===== src/design/gjsd_pkg.sv =====
// Shared types, constants and helpers for the greedy job shop dispatcher.
package gjsd_pkg;

  localparam int MAX_JOBS_DEF     = 16;
  localparam int MAX_MACHINES_DEF = 16;
  localparam int OPS_PER_JOB_DEF  = 16;

  localparam int IDX_W     = 4;
  localparam int DUR_W     = 16;
  localparam int TIME_W    = 24;
  localparam int SUM_W     = 28;
  localparam int CFG_W     = 5;
  localparam int CFG_IDX_W = 2;
  localparam int CNT_W     = 7;   // holds any clamped count up to 64

  localparam logic [CFG_W-1:0] JOBS_RESET     = CFG_W'(16);
  localparam logic [CFG_W-1:0] MACHINES_RESET = CFG_W'(16);

  localparam logic [CFG_IDX_W-1:0] REG_JOBS_IN_USE     = CFG_IDX_W'(0);
  localparam logic [CFG_IDX_W-1:0] REG_MACHINES_IN_USE = CFG_IDX_W'(1);

  typedef struct packed {
    logic [IDX_W-1:0] job_index;
    logic [IDX_W-1:0] mach_id;
    logic [DUR_W-1:0] op_ticks;
    logic             end_of_load;
  } in_pkt_t;

  typedef struct packed {
    logic [SUM_W-1:0] total_completion_time;
    logic             load_error;
  } out_pkt_t;

  typedef struct packed {
    logic [IDX_W-1:0] machine;
    logic [DUR_W-1:0] duration;
  } op_entry_t;

  typedef enum logic [2:0] {
    ST_IDLE,
    ST_ADDR,
    ST_START,
    ST_END,
    ST_COMMIT,
    ST_DONE
  } state_t;

  typedef struct packed {
    logic load;        // take the input request into its job queue
    logic scan_init;   // restart the job scan
    logic rd;          // read head operation of the current job
    logic start;       // form start time
    logic eval;        // form finish time, keep the best, step the scan
    logic commit;      // dispatch the best operation
    logic emit_clear;  // latch result, clear the load
  } dp_cmd_t;

  typedef struct packed {
    logic scan_last;
    logic found;
  } dp_sts_t;

  function automatic logic [CNT_W-1:0] clamp_count(input logic [CFG_W-1:0] v,
                                                   input logic [CNT_W-1:0] max_v);
    logic [CNT_W-1:0] w;
    w = CNT_W'(v);
    if (w == '0) begin
      return CNT_W'(1);
    end
    if (w > max_v) begin
      return max_v;
    end
    return w;
  endfunction

endpackage


===== src/design/gjsd_ctrl.sv =====
// Sequencer: load, scan rounds, dispatch and result hand-off.
module gjsd_ctrl (
  input  logic              clk,
  input  logic              rst_n,
  input  logic              in_valid,
  input  logic              in_last,
  output logic              in_stall,
  output logic              out_valid,
  input  logic              out_stall,
  output gjsd_pkg::dp_cmd_t cmd,
  input  gjsd_pkg::dp_sts_t sts
);
  import gjsd_pkg::*;

  state_t state_r, state_nxt;
  logic   out_valid_r, out_valid_nxt;

  always_ff @(posedge clk) begin
    if (!rst_n) begin
      state_r     <= ST_IDLE;
      out_valid_r <= 1'b0;
    end else begin
      state_r     <= state_nxt;
      out_valid_r <= out_valid_nxt;
    end
  end

  always_comb begin
    state_nxt     = state_r;
    cmd           = '0;
    in_stall      = 1'b1;
    out_valid_nxt = out_valid_r && out_stall;
    case (state_r)
      ST_IDLE: begin
        in_stall = 1'b0;
        if (in_valid) begin
          cmd.load = 1'b1;
          if (in_last) begin
            cmd.scan_init = 1'b1;
            state_nxt     = ST_ADDR;
          end
        end
      end
      ST_ADDR: begin
        cmd.rd    = 1'b1;
        state_nxt = ST_START;
      end
      ST_START: begin
        cmd.start = 1'b1;
        state_nxt = ST_END;
      end
      ST_END: begin
        cmd.eval  = 1'b1;
        state_nxt = sts.scan_last ? ST_COMMIT : ST_ADDR;
      end
      ST_COMMIT: begin
        if (sts.found) begin
          cmd.commit = 1'b1;
          state_nxt  = ST_ADDR;
        end else begin
          state_nxt = ST_DONE;
        end
      end
      ST_DONE: begin
        // wait for the output register to free up
        if (!out_valid_r || !out_stall) begin
          cmd.emit_clear = 1'b1;
          out_valid_nxt  = 1'b1;
          state_nxt      = ST_IDLE;
        end
      end
      default: begin
        state_nxt = ST_IDLE;
      end
    endcase
  end

  assign out_valid = out_valid_r;

endmodule


===== config.mk =====
export PLATFORM = sky130hd
export DESIGN_NAME = gjsd_ctrl
export DESIGN_NICKNAME = d
export VERILOG_FILES = /design/src/design/gjsd_pkg.sv /design/src/design/gjsd_ctrl.sv
export SDC_FILE = /design/constraint.sdc
export NUM_CORES = 1
export LEC_CHECK = 0
export BUFFER_PORTS_ARGS = -buffer_cell sky130_fd_sc_hd__buf_2
export CORE_AREA = 10 10 47 49
export CTS_CLUSTER_SIZE = 25
export DETAILED_ROUTE_END_ITERATION = 7
export DIE_AREA = 0 0 57 59
export PLACE_DENSITY_LB_ADDON = 0.2
export SYNTH_ARGS = -nofsm -noshare
export SYNTH_HDL_FRONTEND = slang
export SYNTH_SLANG_ARGS = --single-unit

===== constraint.sdc =====
create_clock -name clk -period 1.91 [get_ports clk]
set_clock_uncertainty 0.15 [all_clocks]
set_input_delay 0.0955 -clock clk [delete_from_list [all_inputs] [get_ports clk]]
set_output_delay 0.0955 -clock clk [all_outputs]
set_load 0.01 [all_outputs]

After elaboration in Yosys (flattened, before gate mapping)
Cells that the tools add are included.

Mux-type cells: 19. Reductions and logical operators: 6. Eq/ne operators: 8.

Operators with widths (number): $pmux W3 S6 (1); $mux W3 (5); $mux W1 (11); $eq A3 B2 Y1 const B (2); $eq A3 B3 Y1 const B (2); $ne A2 B2 Y1 const B (3); $mux W2 (2); $eq A3 B1 Y1 const B (1); $logic_not A3 Y1 (1); $reduce_and A3 Y1 (1); $logic_not A1 Y1 (2); $logic_and A1 B1 Y1 (1); $logic_or A1 B1 Y1 (1).

Output and inout bits: 9. Input port bits: 7. Word-level logic and storage cells: 35. Register bits: 4.

Logic depth before layout (Yosys ltp)
Gate-level depths: netlist of run 1.

Depth after elaboration: 4. Mapped depth: 4. Gate-level depth less buffers: 3.

Worst setup path after synthesis of run 1
Ideal clock, no wire load.

Path kind: reg-to-reg. Start point: register state_r[2]. End point: register state_r[2]. Buffers on the path: 1. Path slack: 649 ps. Setup time: 120 ps. Data arrival time: 991 ps. Period minus slack after synthesis: 1261 ps. Cell stages (with the launch flop): 5. Data required time: 1640 ps. Cell sequence: dfxtp_1 buf_6 and3b_1 and2_0 o31a_1.

Cells in the longest elaborated chain, start to end: 3. Elaborated cells between the ends (all ways): 11. Those cells by class: eq/ne (8); mux (1); reduce/logical (2).

RTL lines: from (decl) (RTL line gjsd_ctrl.sv:15) `state_t state_r, state_nxt;`; from (signal assigned) (RTL line gjsd_ctrl.sv:23) `state_r <= state_nxt;`; $eq A3 B3 Y1 or $logic_not A3 Y1 (tied branches) (RTL line gjsd_ctrl.sv:33) `case (state_r)`; $ne A2 B2 Y1 (no source line); $reduce_and A3 Y1 (no source line).

Several ways; a longest one is shown, not always the timed one. A chain may end at the register's enable or synchronous reset.

==> results of run 1 <==
-- worst paths after layout --
| kind | from | to | slack [ns] | cells past startpoint |
|---|---|---|---|---|
| max | state_r[2] | cmd[5] | 0.40 | 3 |
| min | out_stall | out_valid | 0.005 | 3 |
| max reg2reg | state_r[2] | state_r[2] | 0.56 | 3 |
| min reg2reg | out_valid | out_valid | 0.36 | 2 |
-- cells by family after synthesis --
logic type      count (synthesis)  share of synthesized area (%)
compound gates                  7                           20.4
simple gates                   16                           35.8
flops                           4                           31.8
buf+inv                         4                           11.9
-- registers in the layout (all words and copies together), names as in the netlist --
name	count
out_valid	1
state_r	3
-- area by class of cell --
type | instances | area, sq um
clock buffers | 3 | 22.5
repair buffers | 16 | 85.1
multi-input cells | 23 | 141
flip-flops and latches | 4 | 80.1
fillers | 167 | 1040
well taps | 16 | 20.0
inverters | 2 | 7.51
-- worst min-delay path, stage by stage --
cell and delay (ns):
sky130_fd_sc_hd__buf_2 0.10, sky130_fd_sc_hd__nand2_1 0.06, sky130_fd_sc_hd__a21boi_0 0.07
-- cell usage in the layout, fill, tap and decap left out --
| master | Yosys | layout |
|---|---|---|
| sky130_fd_sc_hd__inv_1 | 2 | 2 |
| sky130_fd_sc_hd__o31a_1 | 1 | 1 |
| sky130_fd_sc_hd__buf_2 | 0 | 15 |
| sky130_fd_sc_hd__a32o_1 | 1 | 1 |
| sky130_fd_sc_hd__nor2_1 | 4 | 4 |
| sky130_fd_sc_hd__nand3b_1 | 1 | 1 |
| sky130_fd_sc_hd__nor3_1 | 2 | 2 |
| sky130_fd_sc_hd__o21ai_0 | 1 | 1 |
| sky130_fd_sc_hd__or3_4 | 1 | 1 |
| sky130_fd_sc_hd__clkbuf_4 | 0 | 3 |
| sky130_fd_sc_hd__nor4b_1 | 1 | 1 |
| sky130_fd_sc_hd__and2_0 | 1 | 1 |
| sky130_fd_sc_hd__nand2_1 | 4 | 4 |
| sky130_fd_sc_hd__nor3b_1 | 1 | 1 |
| sky130_fd_sc_hd__o21a_1 | 1 | 1 |
| sky130_fd_sc_hd__dfxtp_1 | 4 | 4 |
| sky130_fd_sc_hd__dlygate4sd3_1 | 0 | 1 |
| sky130_fd_sc_hd__and3b_1 | 1 | 1 |
| sky130_fd_sc_hd__a21boi_0 | 2 | 2 |
| sky130_fd_sc_hd__a21oi_1 | 1 | 1 |
-- power breakdown --
group          internal (mW)  total (mW)  switching, mW
clock                 0.0703       0.104         0.0341
combinational         0.0238      0.0461         0.0223
sequential            0.0875      0.0948        0.00724
-- routing by layer --
layer	vias to the layer above	global-route usage [%]	wire length, um
li1	144	-	-
met1	121	4.27	343
met2	14	5.58	319
met3	0	4.29	95
met4	0	3.02	0
met5	-	0	0
-- through the flow --
stage / worst slack, ns / hold slack [ns] / std cells
after floorplan: 0.649 / 0.0633 / 31
after global placement: 0.623 / 0.222 / 60
after detailed placement: 0.605 / 0.220 / 60
after CTS: 0.385 / 0.00208 / 64
after global routing: 0.284 / 0.00788 / 64
final: 0.396 / 0.00537 / 64
-- synthesized netlist by cell type --
cell / count / area (sq um)
sky130_fd_sc_hd__nand2_1: 4 / 15.0
sky130_fd_sc_hd__o21ai_0: 1 / 5.00
sky130_fd_sc_hd__buf_6: 2 / 22.5
sky130_fd_sc_hd__and2_0: 1 / 6.26
sky130_fd_sc_hd__a21oi_1: 1 / 5.00
sky130_fd_sc_hd__and3b_1: 1 / 8.76
sky130_fd_sc_hd__or3_4: 1 / 11.3
sky130_fd_sc_hd__nor3b_1: 1 / 7.51
sky130_fd_sc_hd__dfxtp_1: 4 / 80.1
sky130_fd_sc_hd__o21a_1: 1 / 7.51
sky130_fd_sc_hd__a32o_1: 1 / 10.0
sky130_fd_sc_hd__nand3b_1: 1 / 7.51
sky130_fd_sc_hd__inv_1: 2 / 7.51
sky130_fd_sc_hd__a21boi_0: 2 / 15.0
sky130_fd_sc_hd__nor2_1: 4 / 15.0
sky130_fd_sc_hd__nor3_1: 2 / 10.0
sky130_fd_sc_hd__o31a_1: 1 / 8.76
sky130_fd_sc_hd__nor4b_1: 1 / 8.76
==> metrics.md, run 1 <==
| Metric | Value |
|---|---|
| Sequential cell area fraction in the yosys report | `31.8%` |
| Peak VDD IR | `0.194 mV` |
| Longest Clk Path Bufs | `2` |
| Die outline area | `3360 sq um` |
| Die height | `59 um` |
| Routed vias/inst | `4.36` |
| Worst-path clk slew | `0.04 ns` |
| Per-instance average area after synthesis | `8.11 sq um` |
| Total Nets Final | `57` |
| Least-Margin Pin Slew | `0.292 ns` |
| Number of search-and-repair iterations in the first detailed-routing pass | `4` |
| Area growth from synthesis to layout | `41.8%` |
| # IOs | `16` |
| Post-cts gate resize count | `0` |
| Crit-path cells | `or3_4, nor2_1, buf_2` |
| Ratio of cells with drive above 1 in the final layout | `39.6%` |
| Element type at the critical path start | `flop` |
| Kind of end point of the critical path | `output port` |
| Average wire per standard cell | `11.8 um` |
| Count of state elements after synthesis | `4` |
| DRT antenna net count | `0` |
| Final count of hold timing violations | `0` |
| Biggest fanout along the worst timing path | `9` |
| TritonCTS buffer count | `3` |
| Worst-case headroom to the max-slew limit | `80.5%` |
| Number of buffers added for setup after CTS | `0` |
| CTS sink count | `4` |
| Post-DP HPWL | `579 um` |
| Count of different cell masters after synthesis | `18` |
| Cell area after layout | `357 sq um` |
| Clock tree from TritonCTS | `done` |
| Final WL | `758 um` |
| Overall Global Routing Usage | `4.36%` |
| Fraction of the core area covered by cells at the end of the flow | `25.4%` |
| Via count of the first global-routing pass | `269` |
| Number of cells produced by synthesis | `31` |
| Overall die width | `57 um` |
| Placed standard-cell area | `324 sq um` |
| Starting utilization of the core area | `17.9%` |
| Master cell of the clock root buffer | `sky130_fd_sc_hd__clkbuf_4` |
| Fin Setup TNS | `0 ns` |
| Final critical path time including I/O delays and setup | `1.51 ns` |
| Count of pins over their slew limit | `0` |
| Global-route wire length before repair | `1.12 mm` |
| Largest net degree at the start of global routing | `10` |
| Remaining Overflow, GRT | `0` |
| Required @ worst endpoint | `1.66 ns` |
| Antenna cell count | `0` |
| DRC violation count after routing | `0` |
| Source-to-sink clock delay at the later pin of the worst-skew pair | `0.23 ns` |
| Setup repair after global routing missed its margin | `no` |
| Slowest stage cell on the critical path | `sky130_fd_sc_hd__or3_4` |
| DR iter-0 viols | `7` |
| Number of buffer and inverter instances along the worst setup path | `1` |
| Crit share post-route | `79.3%` |
| Via total after detailed routing | `279` |
| Cts-stage hold buffer count | `1` |
| Syn Std Cell Area | `251 sq um` |
| Path category of the worst min-delay check | `in2reg` |
| Global placement routability congestion | `0.694` |
| Number of synthesis warnings | `0` |
| Floorplan row count | `14` |
| # port buffers | `15` |
| Setup violations, final | `0` |
| Arrival time worst endpoint | `1.27 ns` |
| Power density normalized to cell area | `688 nW/um^2` |
| Count of H-tree levels built during CTS | `1` |
| Crit path largest cell delay | `0.42 ns` |
| Core Footprint | `1400 sq um` |
| Worst path top cell family by delay | `simple AND/OR/NAND/NOR gates` |
| Number of antenna violations at the first check in global routing | `0` |
| Total design power | `0.245 mW` |
| Kind of critical path | `reg2out` |
| # Max-Cap Violations | `0` |
| Synthesized Nets | `38` |
| Maximum clock frequency | `0.660 GHz` |
| Run status | `finished clean` |
| Leak Pwr | `0.177 nW` |
(Power assumes the default switching activity.)
==> inputs of run 2 (changes only) <==
==> constraint.sdc (replaced) <==
create_clock -name clk -period 1.4 [get_ports clk]
set_clock_uncertainty 0.15 [all_clocks]
set_input_delay 0.07 -clock clk [delete_from_list [all_inputs] [get_ports clk]]
set_output_delay 0.07 -clock clk [all_outputs]
set_load 0.01 [all_outputs]
==> metrics.md, run 2 (same netlist as run 1, synthesis figures left out) <==
| Metric | Value |
|---|---|
| Area growth from synthesis to layout | `63.7%` |
| Worst-path clk slew | `0.04 ns` |
| Overall Global Routing Usage | `4.71%` |
| DRC violation count after routing | `0` |
| Crit path largest cell delay | `0.40 ns` |
| Crit-path cells | `or3_4, nor2_2, buf_2` |
| Proportion of power drawn by the clock network | `41.2%` |
| Via total after detailed routing | `290` |
| Die height | `59 um` |
| Violated checks | `negative setup slack` |
| Total net switching power | `0.0923 mW` |
| Crit path launch | `state_r[2]` |
| Leak Pwr | `0.203 nW` |
| Required @ worst endpoint | `1.18 ns` |
| # IOs | `16` |
| Post-DP HPWL | `579 um` |
| Logic pwr share | `22.5%` |
| Average wire per standard cell | `12.2 um` |
| Least-Margin Pin Slew | `0.286 ns` |
| Sw Share | `26.6%` |
| Kind of critical path | `reg2out` |
| Remaining Overflow, GRT | `0` |
| Tightest hold margin | `0.0401 ns` |
| Sequential fraction of design power | `36.3%` |
| Number of buffer and inverter instances along the worst setup path | `1` |
| Pre-CTS setup slack | `0.0952 ns` |
| Worst flop-to-flop path startpoint | `state_r[2]` |
| Top library cells by usage in the layout, fill and taps aside | `15 x sky130_fd_sc_hd__buf_2, 4 x sky130_fd_sc_hd__nand2_1, 3 x sky130_fd_sc_hd__clkbuf_4` |
| Number of flip-flops under the largest register name | `3` |
| Peak VDD IR | `0.242 mV` |
| Path category of the worst min-delay check | `in2reg` |
| Kind of end point of the critical path | `output port` |
| Total design power | `0.346 mW` |
| Internal Dissipation | `0.254 mW` |
| Launch point of the worst hold path | `sts[1]` |
| CTS sink count | `4` |
| Final critical path time including I/O delays and setup | `1.40 ns` |
| Core Footprint | `1400 sq um` |
| Ratio of cells with drive above 1 in the final layout | `53.8%` |
| Fin Setup TNS | `-0.000224 ns` |
| Global placement routability congestion | `0.694` |
| Placed standard-cell area | `324 sq um` |
| Routed vias/inst | `4.26` |
| Run status | `finished with violations` |
| Crit share post-route | `100%` |
| Worst path top cell family by delay | `simple AND/OR/NAND/NOR gates` |
| # Max-Cap Violations | `0` |
| Global-route wire length before repair | `1.21 mm` |
| Cell area after layout | `412 sq um` |
| Overall die width | `57 um` |
| Leading cell type in the layout, fill and taps excluded | `sky130_fd_sc_hd__buf_2` |
| Antenna cell count | `0` |
| Clock tree from TritonCTS | `done` |
| Master cell of the clock root buffer | `sky130_fd_sc_hd__clkbuf_4` |
| Final count of hold timing violations | `0` |
| Floorplan row count | `14` |
| DRT antenna net count | `0` |
| Slowest stage cell on the critical path | `sky130_fd_sc_hd__or3_4` |
| Worst-case headroom to the max-slew limit | `80.9%` |
| Count of pins over their slew limit | `0` |
| Setup violations, final | `1` |
| DR iter-0 viols | `1` |
| Power density normalized to cell area | `841 nW/um^2` |
| Total Nets Final | `61` |
| Die outline area | `3360 sq um` |
| Final WL | `831 um` |
| Number of search-and-repair iterations in the first detailed-routing pass | `3` |
| Biggest fanout along the worst timing path | `4` |
| Starting utilization of the core area | `17.9%` |
| Count of H-tree levels built during CTS | `1` |
| Number of antenna violations at the first check in global routing | `0` |
| TritonCTS buffer count | `3` |
| Longest Clk Path Bufs | `2` |
| Setup repair after global routing missed its margin | `yes` |
| Source-to-sink clock delay at the later pin of the worst-skew pair | `0.23 ns` |
| Maximum clock frequency | `0.714 GHz` |
| Via count of the first global-routing pass | `297` |
| Largest register by flop count | `state_r` |
| Setup ws final | `-0.000224 ns` |
| # port buffers | `15` |
| Arrival time worst endpoint | `1.18 ns` |
| Element type at the critical path start | `flop` |
| Largest net degree at the start of global routing | `10` |
-- run 2: final cells by class --
cell class,count,area [sq um]
Fill cell,170,990
Multi-Input combinational cell,23,151
Timing Repair Buffer,20,121
Sequential cell,4,88.8
Clock buffer,3,22.5
Tap cell,16,20.0
Inverter,2,7.51
-- run 2: worst paths after layout --
check,to,slack (ns),depth (start not counted)
worst max-delay path,cmd[5],-0.0002,3
worst min-delay path,state_r[2],0.04,3
worst max register to register,state_r[2],0.10,4
worst min register to register,out_valid,0.36,2
-- run 2: tightest hold or removal path, cell delays in order --
cell,delay [ns]
sky130_fd_sc_hd__buf_2,0.09
sky130_fd_sc_hd__and2_0,0.12
sky130_fd_sc_hd__o31a_1,0.11
-- run 2: through the flow --
step	utilization, %	instances
CTS	28.4	68
global route	29.4	68
floorplan	-	31
detailed placement	23.1	60
global placement	23.1	60
finish	29.4	68
-- run 2: power groups by stage --
stage / clock network (mW) / logic [mW] / registers (mW)
floorplan: 0 / 0.0418 / 0.125
global placement: 0 / 0.0623 / 0.130
detailed placement: 0 / 0.0616 / 0.131
CTS: 0.149 / 0.0728 / 0.125
global route: 0.159 / 0.0864 / 0.127
finish: 0.143 / 0.0779 / 0.126
-- run 2: repair_timing --
| action | CTS | global route |
|---|---|---|
| buffers inserted | 3 | 0 |
| setup endpoints to repair | 5 | 4 |
| hold buffers | 2 | 0 |
| hold endpoints to repair | 4 | 0 |
| cloned | 0 | 0 |
| pin swaps | 2 | 2 |
| resized for setup | 5 | 4 |
-- run 2: layer usage --
layer  GRT usage [%]  wire, um  up-vias
met3            4.72        78        0
met1            4.15       380      129
met5               0         0        -
met2            6.36       372       10
met4            3.69         0        0
li1                -         -      151
==> inputs of run 3 (changes only) <==
--- a/config.mk
+++ b/config.mk
@@ -5,7 +5,10 @@
 export SDC_FILE = /design/constraint.sdc
 export NUM_CORES = 1
 export LEC_CHECK = 0
+export ABC_AREA = 1
 export BUFFER_PORTS_ARGS = -buffer_cell sky130_fd_sc_hd__buf_2
+export CELL_PAD_IN_SITES_DETAIL_PLACEMENT = 1
+export CELL_PAD_IN_SITES_GLOBAL_PLACEMENT = 1
 export CORE_AREA = 10 10 47 49
 export CTS_CLUSTER_SIZE = 25
 export DETAILED_ROUTE_END_ITERATION = 7
==> metrics.md, run 3 <==
| Metric | Value |
|---|---|
| Remaining Overflow, GRT | `0` |
| Required @ worst endpoint | `1.18 ns` |
| Count of different cell masters after synthesis | `14` |
| Yosys top cell area share | `33.9%` |
| Setup repair after global routing missed its margin | `yes` |
| Global-route wire length before repair | `1.40 mm` |
| Number of search-and-repair iterations in the first detailed-routing pass | `2` |
| Count of state elements after synthesis | `4` |
| Synth Flop Type | `sky130_fd_sc_hd__dfxtp_1` |
| Share of synthesized flip-flops with an asynchronous set or reset | `0%` |
| Setup ws final | `0.0856 ns` |
| Sequential fraction of design power | `36.1%` |
| Routed vias/inst | `4.30` |
| Worst flop-to-flop path startpoint | `state_r[1]` |
| Most numerous cell types in the synthesized netlist | `8 x sky130_fd_sc_hd__inv_1, 5 x sky130_fd_sc_hd__nor2_1, 4 x sky130_fd_sc_hd__dfxtp_1, 4 x sky130_fd_sc_hd__nand2_1, 4 x sky130_fd_sc_hd__nand3_1` |
| Longest Clk Path Bufs | `2` |
| Arrival time worst endpoint | `1.09 ns` |
| Master cell of the clock root buffer | `sky130_fd_sc_hd__clkbuf_4` |
| Number of flip-flops under the largest register name | `3` |
| Core Footprint | `1400 sq um` |
| Clock tree from TritonCTS | `done` |
| Area growth from synthesis to layout | `69.3%` |
| Final Non-Filler Cells | `74` |
| Cell total after placement | `68` |
| Overall die width | `57 um` |
| Setup violations, final | `0` |
| Number of cells produced by synthesis | `37` |
| Tightest hold margin | `0.000269 ns` |
| Final WL | `795 um` |
| Worst-path clk slew | `0.04 ns` |
| Largest register by flop count | `state_r` |
| Via count of the first global-routing pass | `337` |
| Crit-path cells | `inv_1, nor4_1, buf_2` |
| Pre-CTS setup slack | `0.190 ns` |
| Crit path largest cell delay | `0.36 ns` |
| Number of antenna violations at the first check in global routing | `0` |
| Synthesized Nets | `44` |
| Count of H-tree levels built during CTS | `1` |
| R2r setup slk | `0.20 ns` |
| Run status | `finished clean` |
| Proportion of power drawn by the clock network | `36.3%` |
| Per-instance average area after synthesis | `6.39 sq um` |
| Total design power | `0.393 mW` |
| # IOs | `16` |
| Fin Setup TNS | `0 ns` |
| Logic pwr share | `27.6%` |
| Antenna cell count | `0` |
| Top cells by area, synth | `sky130_fd_sc_hd__dfxtp_1 34%, sky130_fd_sc_hd__inv_1 13%, sky130_fd_sc_hd__nand3_1 8.5%` |
| Slowest stage cell on the critical path | `sky130_fd_sc_hd__dfxtp_2` |
| Source-to-sink clock delay at the later pin of the worst-skew pair | `0.23 ns` |
| Worst Reg2Reg Path Length in Cells | `6` |
| Total Nets Final | `67` |
| Global placement routability congestion | `0.741` |
| Largest net degree at the start of global routing | `9` |
| CTS sink count | `4` |
| Path category of the worst min-delay check | `in2reg` |
| DR iter-0 viols | `1` |
| Kind of end point of the critical path | `output port` |
| Launch point of the worst hold path | `sts[0]` |
| Reg-to-Reg End | `state_r[0]` |
| Final count of hold timing violations | `0` |
| DRT antenna net count | `0` |
| Top library cells by usage in the layout, fill and taps aside | `15 x sky130_fd_sc_hd__buf_2, 8 x sky130_fd_sc_hd__inv_1, 5 x sky130_fd_sc_hd__nor2_1` |
| DRC violation count after routing | `0` |
| Via total after detailed routing | `318` |
| Power density normalized to cell area | `982 nW/um^2` |
| Biggest fanout along the worst timing path | `5` |
| Syn Std Cell Area | `236 sq um` |
| Maximum clock frequency | `0.761 GHz` |
| Leak Pwr | `0.209 nW` |
| Worst hold path depth | `4` |
| Crit share post-route | `93.9%` |
| Cell type contributing the most total cell area after synthesis | `sky130_fd_sc_hd__dfxtp_1` |
| Leading cell type in the layout, fill and taps excluded | `sky130_fd_sc_hd__buf_2` |
| Final critical path time including I/O delays and setup | `1.31 ns` |
| Worst hold endpoint | `state_r[2]` |
| Die height | `59 um` |
| # port buffers | `15` |
| Count leader, synth | `sky130_fd_sc_hd__inv_1` |
| Sw Share | `31.7%` |
| Element type at the critical path start | `flop` |
| Kind of critical path | `reg2out` |
| Worst-case headroom to the max-slew limit | `85.2%` |
| Count of pins over their slew limit | `0` |
| Ratio of cells with drive above 1 in the final layout | `46.6%` |
| # Max-Cap Violations | `0` |
| TritonCTS buffer count | `3` |
| Number of synthesis warnings | `0` |
| Floorplan row count | `14` |
| Average wire per standard cell | `10.7 um` |
| Overall Global Routing Usage | `5.14%` |
| Die outline area | `3360 sq um` |
| Peak VDD IR | `0.338 mV` |
| Least-Margin Pin Slew | `0.220 ns` |
| Internal Dissipation | `0.269 mW` |
| Sequential cell area fraction in the yosys report | `33.9%` |
| EDFF count, synth | `0` |
| Total net switching power | `0.124 mW` |
| Starting utilization of the core area | `16.9%` |
[run 3: cell count changes after synthesis, sizes merged, moves of 2 or more]
| cell | before | now |
|---|---|---|
| buf | 2 | 0 |
| nand3 | 0 | 4 |
| inv | 2 | 8 |
| a21boi | 2 | 0 |
| nor2 | 4 | 7 |
| a21oi | 1 | 3 |
[run 3: through the flow]
stage / utilization, % / cell area, sq um
floorplan: - / 236
global placement: 23.7 / 332
detailed placement: 23.7 / 332
CTS: 27.4 / 384
global route: 28.6 / 400
finish: 28.6 / 400
[run 3: how the worst max path moves through the flow]
stage	from	to	slack, ns	depth (start not counted)
2_1_floorplan	state_r[1]	state_r[1]	0.28	3
4_1_cts	state_r[0]	cmd[0]	0.01	3
3_5_place_dp	state_r[1]	state_r[0]	0.19	6
5_1_grt	state_r[2]	cmd[1]	-0.02	3
6_report	state_r[2]	cmd[1]	0.09	3
3_3_place_gp	state_r[1]	state_r[0]	0.17	6
[run 3: worst max-delay path, delay by kind of cell, from the launching register on]
family / cells / cell delay [ns]
simple gates: 1 / 0.23
flops: 1 / 0.36
buf+inv: 2 / 0.28
[run 3: cells by family (layout without fill, tap and decap cells)]
group           Yosys count  count (layout)  synth area share (%)
buf+inv                   8              29                  12.7
simple gates             18              18                  35.4
compound gates            7               7                  18.0
flops                     4               4                  33.9
[run 3: layout make-up]
cell class,count,area [sq um]
tap,16,20.0
clock buffer,3,22.5
timing repair buffer,18,105
inverter,8,30.0
sequential,4,82.6
multi-input combinational,25,140
fill,195,1000
[run 3: per-layer routing]
layer	GRT usage, %	wire length (um)	up-vias
met5	0	0	-
met4	3.02	0	0
met3	3.22	64	0
met2	7.60	382	12
met1	5.45	347	144
li1	-	-	162
[run 3: timing repair]
action	in CTS	in global routing
setup endpoints to repair	0	5
hold buffers	3	0
endpoints found under the hold margin	4	0
buffers inserted	0	0
gates resized for setup	0	5
[run 3: power groups by stage]
stage | Clock [mW] | Sequential (mW) | Combinational (mW)
after CTS | 0.152 | 0.139 | 0.110
final | 0.143 | 0.142 | 0.108
after detailed placement | 0 | 0.141 | 0.103
after floorplan | 0 | 0.137 | 0.0612
after global placement | 0 | 0.141 | 0.103
after global routing | 0.162 | 0.143 | 0.126
